<file path="src/rtl/pcdc_pkg.sv">
`timescale 1ns / 1ps
// ----------------------------------------------------------------------------
// pcdc_pkg
// Shared constants for the pointer click/drag classifier: codes, register
// indexes, reset values and default sizes.
// ----------------------------------------------------------------------------
package pcdc_pkg;

   localparam int NUM_BUTTONS_DEF = 4;
   localparam int COORD_BITS_DEF  = 16;

   // configuration port
   localparam int CSR_INDEX_BITS = 3;
   localparam int CSR_DATA_BITS  = 16;
   typedef logic [CSR_INDEX_BITS-1:0] csr_index_type;

   localparam csr_index_type CSR_WINDOW_WIDTH  = 3'd0;
   localparam csr_index_type CSR_WINDOW_HEIGHT = 3'd1;
   localparam csr_index_type CSR_DRAG_MODE     = 3'd2;
   localparam csr_index_type CSR_THRESH_B0     = 3'd3;
   localparam csr_index_type CSR_THRESH_B1     = 3'd4;
   localparam csr_index_type CSR_THRESH_B2     = 3'd5;
   localparam csr_index_type CSR_THRESH_B3     = 3'd6;

   localparam int WINDOW_BITS = 15;
   localparam int MODE_BITS   = 8;
   localparam int THRESH_BITS = 16;
   localparam int NUM_THRESH  = 4;

   localparam logic [WINDOW_BITS-1:0] WINDOW_WIDTH_RST  = 15'd1920;
   localparam logic [WINDOW_BITS-1:0] WINDOW_HEIGHT_RST = 15'd1080;

   // request kinds
   localparam logic [1:0] REQ_MOVE  = 2'd0;
   localparam logic [1:0] REQ_DOWN  = 2'd1;
   localparam logic [1:0] REQ_UP    = 2'd2;
   localparam logic [1:0] REQ_ABORT = 2'd3;

   // result event codes
   localparam logic [2:0] EVT_HOVER      = 3'd0;
   localparam logic [2:0] EVT_CLICK      = 3'd1;
   localparam logic [2:0] EVT_DRAG_BEGIN = 3'd2;
   localparam logic [2:0] EVT_DRAG       = 3'd3;
   localparam logic [2:0] EVT_DRAG_END   = 3'd4;
   localparam logic [2:0] EVT_DRAG_ABORT = 3'd5;

   // per-button drag modes
   localparam logic [1:0] MODE_DISABLED = 2'd0;
   localparam logic [1:0] MODE_HIDE     = 2'd2;

endpackage

</file>
<file path="src/rtl/pcdc_ifs.sv">
`timescale 1ns / 1ps
// ----------------------------------------------------------------------------
// pcdc channel interfaces
// Valid/ready channels for pointer events in and classified events out.
// ----------------------------------------------------------------------------
interface pcdc_req_if #(
   parameter int COORD_BITS = pcdc_pkg::COORD_BITS_DEF
);
   logic                         valid;
   logic                         ready;
   logic [1:0]                   req_type;
   logic [1:0]                   button;
   logic signed [COORD_BITS-1:0] pos_x;
   logic signed [COORD_BITS-1:0] pos_y;
   logic                         cursor_visible;

   modport source (output valid, req_type, button, pos_x, pos_y, cursor_visible,
                   input ready);
   modport sink   (input valid, req_type, button, pos_x, pos_y, cursor_visible,
                   output ready);
endinterface

interface pcdc_rsp_if #(
   parameter int COORD_BITS = pcdc_pkg::COORD_BITS_DEF
);
   logic                         valid;
   logic                         ready;
   logic [2:0]                   event_code;
   logic [1:0]                   event_button;
   logic signed [COORD_BITS-1:0] out_x;
   logic signed [COORD_BITS-1:0] out_y;
   logic                         hide_cursor;
   logic                         show_cursor;
   logic                         last;

   modport source (output valid, event_code, event_button, out_x, out_y,
                   hide_cursor, show_cursor, last, input ready);
   modport sink   (input valid, event_code, event_button, out_x, out_y,
                   hide_cursor, show_cursor, last, output ready);
endinterface

</file>
<file path="src/rtl/pointer_click_drag_classifier.sv">
`timescale 1ns / 1ps
// ----------------------------------------------------------------------------
// pointer_click_drag_classifier
// Sorts pointer move/down/up/abort items into hover, click and drag events.
// ----------------------------------------------------------------------------
// Usage:
//   req_ch carries one pointer item per valid/ready handshake: the kind
//   (move, down, up, abort), the button, the signed position and whether the
//   cursor is visible. rsp_ch returns zero, one or two event items per input;
//   'last' marks the final event of an input. A down never yields an event,
//   an abort always yields one, a move that starts a drag yields two.
//   csr_we/csr_index/csr_wdata write the window size, the drag mode table and
//   the four drag thresholds; write them only while the block is idle.
// Pipeline and throughput:
//   An accepted item sits in the input register, is classified and written
//   into a 4-entry result queue, and its first event then shows on rsp_ch.
//   One item is taken per cycle as long as the queue has two free entries;
//   while rsp_ch.ready is high the queue drains one event per cycle, so only
//   inputs that yield two events can slow the input side.
// Reset and stall:
//   Synchronous reset loads the default window (1920 x 1080), clears modes and
//   thresholds, releases the button and empties the queue. When the receiver
//   stalls, events wait in the queue and req_ch.ready drops once the input
//   register holds an item that the queue cannot take.
// ----------------------------------------------------------------------------
module pointer_click_drag_classifier #(
   parameter int NUM_BUTTONS = pcdc_pkg::NUM_BUTTONS_DEF,
   parameter int COORD_BITS  = pcdc_pkg::COORD_BITS_DEF
) (
   input  logic                                clock,
   input  logic                                reset,
   pcdc_req_if.sink                            req_ch,
   pcdc_rsp_if.source                          rsp_ch,
   input  logic                                csr_we,
   input  pcdc_pkg::csr_index_type             csr_index,
   input  logic [pcdc_pkg::CSR_DATA_BITS-1:0]  csr_wdata
);

   localparam int CW = COORD_BITS;
   // wide enough for the window size and the coordinate maximum
   localparam int EW = ((CW > pcdc_pkg::WINDOW_BITS) ? CW : pcdc_pkg::WINDOW_BITS) + 1;
   // wide enough for the Manhattan distance and the threshold
   localparam int DW = ((CW + 2) > pcdc_pkg::THRESH_BITS) ? (CW + 2) : pcdc_pkg::THRESH_BITS;
   localparam logic [CW-1:0] COORD_MAX = {1'b0, {(CW-1){1'b1}}};
   localparam int QDEPTH = 4;
   localparam int QPTR   = 2;

   typedef struct packed {
      logic [2:0]           event_code;
      logic [1:0]           event_button;
      logic [CW-1:0]        out_x;
      logic [CW-1:0]        out_y;
      logic                 hide_cursor;
      logic                 show_cursor;
      logic                 last;
   } result_type;

   // ---------------- configuration registers ----------------
   logic [pcdc_pkg::WINDOW_BITS-1:0] win_w_ff, win_h_ff;
   logic [pcdc_pkg::MODE_BITS-1:0]   mode_tbl_ff;
   logic [pcdc_pkg::THRESH_BITS-1:0] thresh_ff [pcdc_pkg::NUM_THRESH];

   always_ff @(posedge clock) begin
      if (reset) begin
         win_w_ff    <= pcdc_pkg::WINDOW_WIDTH_RST;
         win_h_ff    <= pcdc_pkg::WINDOW_HEIGHT_RST;
         mode_tbl_ff <= '0;
         for (int i = 0; i < pcdc_pkg::NUM_THRESH; i++) begin
            thresh_ff[i] <= '0;
         end
      end else if (csr_we) begin
         case (csr_index)
            pcdc_pkg::CSR_WINDOW_WIDTH:  win_w_ff    <= csr_wdata[pcdc_pkg::WINDOW_BITS-1:0];
            pcdc_pkg::CSR_WINDOW_HEIGHT: win_h_ff    <= csr_wdata[pcdc_pkg::WINDOW_BITS-1:0];
            pcdc_pkg::CSR_DRAG_MODE:     mode_tbl_ff <= csr_wdata[pcdc_pkg::MODE_BITS-1:0];
            pcdc_pkg::CSR_THRESH_B0:     thresh_ff[0] <= csr_wdata;
            pcdc_pkg::CSR_THRESH_B1:     thresh_ff[1] <= csr_wdata;
            pcdc_pkg::CSR_THRESH_B2:     thresh_ff[2] <= csr_wdata;
            pcdc_pkg::CSR_THRESH_B3:     thresh_ff[3] <= csr_wdata;
            default: ;  // drop writes beyond the register list
         endcase
      end
   end

   // ---------------- input register ----------------
   logic                 s1_valid_ff;
   logic [1:0]           s1_req_ff;
   logic [1:0]           s1_btn_ff;
   logic [CW-1:0]        s1_x_ff, s1_y_ff;
   logic                 s1_vis_ff;
   logic [QPTR:0]        count_ff;
   logic                 s1_go;
   logic                 req_fire;

   // advance only when the queue can take two events
   assign s1_go        = s1_valid_ff && (count_ff <= (QPTR+1)'(QDEPTH - 2));
   assign req_ch.ready = !s1_valid_ff || s1_go;
   assign req_fire     = req_ch.valid && req_ch.ready;

   always_ff @(posedge clock) begin
      if (reset) begin
         s1_valid_ff <= 1'b0;
      end else if (req_ch.ready) begin
         s1_valid_ff <= req_ch.valid;
      end
      if (req_fire) begin
         s1_req_ff <= req_ch.req_type;
         s1_btn_ff <= req_ch.button;
         s1_x_ff   <= req_ch.pos_x;
         s1_y_ff   <= req_ch.pos_y;
         s1_vis_ff <= req_ch.cursor_visible;
      end
   end

   // ---------------- gesture state ----------------
   logic          held_valid_ff, held_valid_in;
   logic [1:0]    held_button_ff, held_button_in;
   logic          drag_active_ff, drag_active_in;
   logic          click_pending_ff, click_pending_in;
   logic [CW-1:0] press_x_ff, press_x_in;
   logic [CW-1:0] press_y_ff, press_y_in;

   // ---------------- classification ----------------
   logic [CW-1:0]   hi_x, hi_y, cx, cy;
   logic [CW:0]     dx, dy, adx, ady;
   logic [CW+1:0]   manhattan;
   logic            exceed;
   logic [1:0]      held_mode;
   logic [1:0]      move_btn;
   logic            begin_drag;
   logic [1:0]      n_push;
   result_type      res0, res1;

   always_comb begin
      // upper clamp saturates at the largest positive coordinate
      hi_x = (EW'(win_w_ff) > EW'(COORD_MAX)) ? COORD_MAX : CW'(win_w_ff);
      hi_y = (EW'(win_h_ff) > EW'(COORD_MAX)) ? COORD_MAX : CW'(win_h_ff);
      cx   = s1_x_ff[CW-1] ? '0 : ((s1_x_ff > hi_x) ? hi_x : s1_x_ff);
      cy   = s1_y_ff[CW-1] ? '0 : ((s1_y_ff > hi_y) ? hi_y : s1_y_ff);

      // Manhattan distance from the unclamped press position
      dx        = {cx[CW-1], cx} - {press_x_ff[CW-1], press_x_ff};
      dy        = {cy[CW-1], cy} - {press_y_ff[CW-1], press_y_ff};
      adx       = dx[CW] ? (~dx + 1'b1) : dx;
      ady       = dy[CW] ? (~dy + 1'b1) : dy;
      manhattan = (CW+2)'(adx) + (CW+2)'(ady);
      exceed    = DW'(manhattan) > DW'(thresh_ff[held_button_ff]);

      held_mode = mode_tbl_ff[{held_button_ff, 1'b0} +: 2];
      move_btn  = held_valid_ff ? held_button_ff : s1_btn_ff;

      held_valid_in    = held_valid_ff;
      held_button_in   = held_button_ff;
      drag_active_in   = drag_active_ff;
      click_pending_in = click_pending_ff;
      press_x_in       = press_x_ff;
      press_y_in       = press_y_ff;
      begin_drag       = 1'b0;
      n_push           = 2'd0;
      res0             = '0;
      res1             = '0;

      case (s1_req_ff)
         pcdc_pkg::REQ_MOVE: begin
            if (held_valid_ff && !drag_active_ff && click_pending_ff && exceed) begin
               click_pending_in = 1'b0;
               if (held_mode != pcdc_pkg::MODE_DISABLED) begin
                  drag_active_in = 1'b1;
                  begin_drag     = 1'b1;
               end
            end
            res0 = '{event_code: pcdc_pkg::EVT_DRAG_BEGIN, event_button: move_btn,
                     out_x: cx, out_y: cy, hide_cursor: (held_mode == pcdc_pkg::MODE_HIDE),
                     show_cursor: 1'b0, last: 1'b0};
            res1 = '{event_code: pcdc_pkg::EVT_DRAG, event_button: move_btn,
                     out_x: cx, out_y: cy, hide_cursor: 1'b0, show_cursor: 1'b0,
                     last: 1'b1};
            if (begin_drag) begin
               n_push = 2'd2;
            end else if (drag_active_ff) begin
               res0   = res1;
               n_push = 2'd1;
            end else if (s1_vis_ff) begin
               res0            = res1;
               res0.event_code = pcdc_pkg::EVT_HOVER;
               n_push          = 2'd1;
            end
         end
         pcdc_pkg::REQ_DOWN: begin
            // ignore a second button and buttons beyond the configured count
            if (!held_valid_ff && ({1'b0, s1_btn_ff} < 3'(NUM_BUTTONS))) begin
               held_valid_in    = 1'b1;
               held_button_in   = s1_btn_ff;
               click_pending_in = 1'b1;
               press_x_in       = s1_x_ff;
               press_y_in       = s1_y_ff;
            end
         end
         pcdc_pkg::REQ_UP: begin
            res0 = '{event_code: pcdc_pkg::EVT_DRAG_END, event_button: s1_btn_ff,
                     out_x: cx, out_y: cy, hide_cursor: 1'b0,
                     show_cursor: (held_mode == pcdc_pkg::MODE_HIDE), last: 1'b1};
            if (held_valid_ff && (s1_btn_ff == held_button_ff)) begin
               if (drag_active_ff) begin
                  drag_active_in = 1'b0;
                  n_push         = 2'd1;
               end else if (click_pending_ff) begin
                  click_pending_in = 1'b0;
                  res0.event_code  = pcdc_pkg::EVT_CLICK;
                  res0.show_cursor = 1'b0;
                  n_push           = 2'd1;
               end
               held_valid_in  = 1'b0;
               held_button_in = '0;
            end
         end
         default: begin
            // abort: keep the held button and the click, end the drag only
            drag_active_in = 1'b0;
            res0 = '{event_code: pcdc_pkg::EVT_DRAG_ABORT,
                     event_button: held_valid_ff ? held_button_ff : 2'd0,
                     out_x: '0, out_y: '0, hide_cursor: 1'b0, show_cursor: 1'b0,
                     last: 1'b1};
            n_push = 2'd1;
         end
      endcase
   end

   always_ff @(posedge clock) begin
      if (reset) begin
         held_valid_ff    <= 1'b0;
         held_button_ff   <= '0;
         drag_active_ff   <= 1'b0;
         click_pending_ff <= 1'b0;
         press_x_ff       <= '0;
         press_y_ff       <= '0;
      end else if (s1_go) begin
         held_valid_ff    <= held_valid_in;
         held_button_ff   <= held_button_in;
         drag_active_ff   <= drag_active_in;
         click_pending_ff <= click_pending_in;
         press_x_ff       <= press_x_in;
         press_y_ff       <= press_y_in;
      end
   end

   // ---------------- result queue ----------------
   result_type      queue_ff [QDEPTH];
   logic [QPTR-1:0] wr_ptr_ff, rd_ptr_ff;
   logic [QPTR:0]   push_cnt;
   logic            pop;
   result_type      head;

   assign push_cnt = s1_go ? (QPTR+1)'(n_push) : '0;
   assign pop      = rsp_ch.valid && rsp_ch.ready;

   always_ff @(posedge clock) begin
      if (reset) begin
         wr_ptr_ff <= '0;
         rd_ptr_ff <= '0;
         count_ff  <= '0;
      end else begin
         wr_ptr_ff <= wr_ptr_ff + QPTR'(push_cnt);
         rd_ptr_ff <= rd_ptr_ff + QPTR'(pop);
         count_ff  <= count_ff + push_cnt - (QPTR+1)'(pop);
      end
      if (push_cnt != '0) begin
         queue_ff[wr_ptr_ff] <= res0;
      end
      if (push_cnt == (QPTR+1)'(2)) begin
         queue_ff[wr_ptr_ff + 1'b1] <= res1;
      end
   end

   assign head                = queue_ff[rd_ptr_ff];
   assign rsp_ch.valid        = (count_ff != '0);
   assign rsp_ch.event_code   = head.event_code;
   assign rsp_ch.event_button = head.event_button;
   assign rsp_ch.out_x        = head.out_x;
   assign rsp_ch.out_y        = head.out_y;
   assign rsp_ch.hide_cursor  = head.hide_cursor;
   assign rsp_ch.show_cursor  = head.show_cursor;
   assign rsp_ch.last         = head.last;

   // ---------------- assertions ----------------
   a_queue_bound: assert property (@(posedge clock) disable iff (reset)
      count_ff <= (QPTR+1)'(QDEPTH))
      else $error("result queue overflow");

   a_drag_needs_button: assert property (@(posedge clock) disable iff (reset)
      drag_active_ff |-> held_valid_ff)
      else $error("drag active with no button held");

   a_click_or_drag: assert property (@(posedge clock) disable iff (reset)
      !(drag_active_ff && click_pending_ff))
      else $error("click still armed during a drag");

   a_stall_holds_input: assert property (@(posedge clock) disable iff (reset)
      (s1_valid_ff && !s1_go) |=> (s1_valid_ff && $stable(s1_req_ff)))
      else $error("input register changed while blocked");

endmodule
</file>
<file path="src/flat_wrapper.sv">
// flat-port wrapper written by rule: the top's interface ports become plain ports
module pointer_click_drag_classifier_flat 
#(
   parameter int NUM_BUTTONS = pcdc_pkg::NUM_BUTTONS_DEF,
   parameter int COORD_BITS  = pcdc_pkg::COORD_BITS_DEF
)
  (clock, reset, csr_we, csr_index, csr_wdata, req_ch_valid, req_ch_req_type, req_ch_button, req_ch_pos_x, req_ch_pos_y, req_ch_cursor_visible, req_ch_ready, rsp_ch_valid, rsp_ch_event_code, rsp_ch_event_button, rsp_ch_out_x, rsp_ch_out_y, rsp_ch_hide_cursor, rsp_ch_show_cursor, rsp_ch_last, rsp_ch_ready);
  pcdc_req_if #(.COORD_BITS(COORD_BITS)) req_ch_i ();
  pcdc_rsp_if #(.COORD_BITS(COORD_BITS)) rsp_ch_i ();
  input  logic clock;
  input  logic reset;
  input  logic csr_we;
  input  pcdc_pkg::csr_index_type csr_index;
  input  logic [pcdc_pkg::CSR_DATA_BITS-1:0] csr_wdata;
  input wire logic [$bits(req_ch_i.valid)-1:0] req_ch_valid;
  input wire logic [$bits(req_ch_i.req_type)-1:0] req_ch_req_type;
  input wire logic [$bits(req_ch_i.button)-1:0] req_ch_button;
  input wire logic [$bits(req_ch_i.pos_x)-1:0] req_ch_pos_x;
  input wire logic [$bits(req_ch_i.pos_y)-1:0] req_ch_pos_y;
  input wire logic [$bits(req_ch_i.cursor_visible)-1:0] req_ch_cursor_visible;
  output wire logic [$bits(req_ch_i.ready)-1:0] req_ch_ready;
  output wire logic [$bits(rsp_ch_i.valid)-1:0] rsp_ch_valid;
  output wire logic [$bits(rsp_ch_i.event_code)-1:0] rsp_ch_event_code;
  output wire logic [$bits(rsp_ch_i.event_button)-1:0] rsp_ch_event_button;
  output wire logic [$bits(rsp_ch_i.out_x)-1:0] rsp_ch_out_x;
  output wire logic [$bits(rsp_ch_i.out_y)-1:0] rsp_ch_out_y;
  output wire logic [$bits(rsp_ch_i.hide_cursor)-1:0] rsp_ch_hide_cursor;
  output wire logic [$bits(rsp_ch_i.show_cursor)-1:0] rsp_ch_show_cursor;
  output wire logic [$bits(rsp_ch_i.last)-1:0] rsp_ch_last;
  input wire logic [$bits(rsp_ch_i.ready)-1:0] rsp_ch_ready;
  assign req_ch_i.valid = req_ch_valid;
  assign req_ch_i.req_type = req_ch_req_type;
  assign req_ch_i.button = req_ch_button;
  assign req_ch_i.pos_x = req_ch_pos_x;
  assign req_ch_i.pos_y = req_ch_pos_y;
  assign req_ch_i.cursor_visible = req_ch_cursor_visible;
  assign req_ch_ready = req_ch_i.ready;
  assign rsp_ch_valid = rsp_ch_i.valid;
  assign rsp_ch_event_code = rsp_ch_i.event_code;
  assign rsp_ch_event_button = rsp_ch_i.event_button;
  assign rsp_ch_out_x = rsp_ch_i.out_x;
  assign rsp_ch_out_y = rsp_ch_i.out_y;
  assign rsp_ch_hide_cursor = rsp_ch_i.hide_cursor;
  assign rsp_ch_show_cursor = rsp_ch_i.show_cursor;
  assign rsp_ch_last = rsp_ch_i.last;
  assign rsp_ch_i.ready = rsp_ch_ready;
  pointer_click_drag_classifier #(.NUM_BUTTONS(NUM_BUTTONS), .COORD_BITS(COORD_BITS)) u_core (.clock(clock), .reset(reset), .req_ch(req_ch_i), .rsp_ch(rsp_ch_i), .csr_we(csr_we), .csr_index(csr_index), .csr_wdata(csr_wdata));
endmodule
</file>
<file path="config.mk">
export PLATFORM = sky130hd
export DESIGN_NAME = pointer_click_drag_classifier_flat
export DESIGN_NICKNAME = d
export VERILOG_FILES = /design/src/rtl/pcdc_pkg.sv /design/src/rtl/pcdc_ifs.sv /design/src/rtl/pointer_click_drag_classifier.sv /design/src/flat_wrapper.sv
export SDC_FILE = /design/constraint.sdc
export NUM_CORES = 1
export LEC_CHECK = 0
export BUFFER_PORTS_ARGS = -buffer_cell sky130_fd_sc_hd__buf_2
export CORE_MARGIN = 2
export CORE_UTILIZATION = 50
export CTS_BUF_LIST = sky130_fd_sc_hd__clkbuf_16
export DETAILED_ROUTE_END_ITERATION = 7
export PLACE_DENSITY_LB_ADDON = 0.05
export SLEW_MARGIN = 40
export SYNTH_ARGS = -nofsm -noshare
export SYNTH_HDL_FRONTEND = slang
export SYNTH_SLANG_ARGS = --single-unit
</file>
<file path="constraint.sdc">
create_clock -name clock -period 11.7 [get_ports clock]
set_clock_uncertainty 0.1 [all_clocks]
set_input_delay 0.585 -clock clock [delete_from_list [all_inputs] [get_ports clock]]
set_output_delay 0.585 -clock clock [all_outputs]
set_load 0.02 [all_outputs]
</file>
==> results.toml <==
[global_routing]
grt_pass1_wl_um = 74700
track_usage = 0.252
grt_pass1_vias = 13300
antenna_found_initial = 0
gr-total-overflow = 0
grt_max_degree = 85

[clocking]
cts_tree = "yes"
cts.clk_slew.worst_paths_ps = 60
clock_path_buffers = 3
htree_levels = 2
numCtsBuffers = 38
post_cts_buffers = 0
root_buffer = "clkbuf_16"
worst_skew_pair.late_latency_ps = 550
clock_sinks = 338
ctsHoldBuffers = 0
cts_resized = 0

[synthesis]
yosys_warnings = 0
postSynthCellCount = 1757
synth.avg_cell_area_um2 = 10.6
ys_types = 87
ys_ff_latch = 338
synth_top_area_share = 0.387
synth_area_um2 = 18700
ys_seq_area_frac = 0.491
synth_common_cells = "241 x edfxtp_1, 195 x a21oi_1, 171 x nand2_1, 166 x nor2_1, 137 x inv_1"
synth_edf_count = 241
synth-async-reset-ratio = 0
yosysTopAreaCell = "edfxtp_1"
yosysMostFrequentCell = "edfxtp_1"
synth_flop_cell = "edfxtp_1"
synth_area_leaders = "edfxtp_1 39%, dfxtp_1 10%, mux4_2 6.7%"

[final_layout]
final_area_um2 = 20800
nets = 2005
area_growth_syn_to_layout_pct = 11.5
multi_input_area_um2 = 8710
antenna_cells = 0
final-seq-area_um2 = 9180
drive_above_1_share = 0.145
nFillCells = 3202

[place]
gp_congestion = 0.901
dp_hpwl_um = 33500
io_buffers = 100
dpl-instance-area_um2 = 19700

[worst_setup_path]
critical_path.most_common_cell = "ha_1"
cp-end-kind = "flip-flop"
cp-start-kind = "flip-flop"
worstPathRequired_ps = 12010
critPathMaxFanout = 7
max_stage_delay_ps = 650
path_class = "reg2reg"
reg2reg_setup_slack_ps = 980
cp_slowest_cell = "a2111oi_0"
crit_arrival_ps = 11040

[power_and_ir_drop]
p_leak_nw = 7.90
power.density_nw_per_um2 = 215
ir_drop_mv = 0.168

[drt]
viasPerCell = 5.80
dr.pass1.iters = 6
drtAntennaViolNets = 0
drt-total-wl_um = 48300
route.detailed.drc = 0
wl_per_cell_um = 20.7
vias = 13500
drt_iter0_drc = 949

[sta]
setup_viol = 0
finalSetupTns_ps = 0
worstMarginPinSlew_ps = 866
slew_headroom = 0.406
period_share = 0.917
max_freq_mhz = 93.2
rsz0062_at_grt = "no"
final_max_slew_viol_count = 0
layout_min_cycle_time_ps = 10720
hold_viol_final = 0

[status]
status = "complete, no violations"

[die]
rows = 70
die_h_um = 197
ioPinCount = 103
initial_utilization = 0.509
die-area_um2 = 38900
coreArea_um2 = 36700
die_x_um = 197

[hold_path]
hp-class = "in2reg"

[flow_run]
cap_violations = 0
## registers in the layout, indices dropped and copies added (netlist names), 3 cells and up, named ones only
signal / flops
u_core.count_ff: 3
u_core.s1_y_ff: 16
u_core.win_w_ff: 15
u_core.thresh_ff: 64
u_core.win_h_ff: 15
u_core.s1_x_ff: 16
u_core.press_y_ff: 16
u_core.queue_ff: 152
u_core.mode_tbl_ff: 8
u_core.press_x_ff: 16
## placed cells by master (no fill, tap or decap), types with 6 or more instances in the layout
master / instances
a211o_1: 13
a211oi_1: 11
a21o_1: 15
a21oi_1: 195
a31oi_1: 13
and2_1: 73
and3_1: 10
buf_2: 100
buf_4: 19
clkbuf_16: 41
clkinv_1: 7
clkinv_2: 6
dfxtp_1: 94
edfxtp_1: 241
ha_1: 100
inv_1: 148
mux2i_1: 33
mux4_2: 56
nand2_1: 171
nand2b_1: 17
nand3_1: 14
nand4_1: 14
nor2_1: 166
nor2b_1: 17
nor3_1: 22
nor3_4: 6
nor4_1: 6
o211ai_1: 15
o21a_1: 12
o21ai_0: 41
o21bai_1: 7
o31ai_1: 6
xnor2_1: 43
xor2_1: 20
## worst max-delay path: cells and delay by family, from the launching register on
family | cells | cell delay [ps]
xor+xnor | 2 | 330
simple gates | 9 | 2160
mux | 1 | 580
flops | 1 | 430
compound gates | 18 | 4990
fa+ha+maj | 7 | 2010
## stage by stage
step	utilization	setup slack, ps	std cells	hold slack (ps)	power [W]
after floorplan	-	2150	1760	326	0.00287
after global placement	0.534	1160	2268	340	0.00332
after detailed placement	0.536	1020	2268	347	0.00335
after CTS	0.568	978	2337	87.4	0.00448
after global routing	0.568	131	2337	96.3	0.00477
final	0.568	976	2337	114	0.00447
## layer usage
layer	global-route usage	share of wire
met1	0.357	0.45
met2	0.394	0.46
met3	0.0369	0.058
met4	0.0936	0.033
met5	0	0
## kinds of logic (layout without fill, tap and decap cells)
kind of cell               count (synthesis)  in the layout  share of synthesized area
and+or+nand+nor                          552            552                      0.140
xor gates and xnor gates                  63             63                     0.0295
buffers and inverters                    219            328                     0.0484
AOI/OAI and AO/OA                        386            386                      0.131
DFF                                      338            338                      0.491
adders and majority gates                104            104                     0.0712
muxes                                     94             94                     0.0880
other                                      1              4                   0.000201
## where the power goes
part | total [W] | internal [W] | switching, W
Combinational | 0.00198 | 0.000817 | 0.00116
Clock | 0.00113 | 0.000651 | 0.000476
Sequential | 0.00137 | 0.00133 | 0.0000348
Total | 0.00447 | 0.00280 | 0.00167
## final timing paths
path / from / endpoint / cells after the start
max: u_core.s1_x_ff[2] / u_core.count_ff[1] / 37
min: req_ch_pos_y[7] / u_core.s1_y_ff[7] / 1
max reg2reg: u_core.s1_x_ff[2] / u_core.count_ff[1] / 37
min reg2reg: u_core.press_x_ff[8] / u_core.press_x_ff[8] / 2
## cell type report
type                    instances  area share
clock buffers                  41      0.0492
clock inverters                28     0.00691
inverters                     138      0.0249
multi-input cells            1203       0.418
flip-flops and latches        338       0.441
well taps                     468      0.0281
repair buffers                121      0.0320
Power figures use the tool's default switching activity.
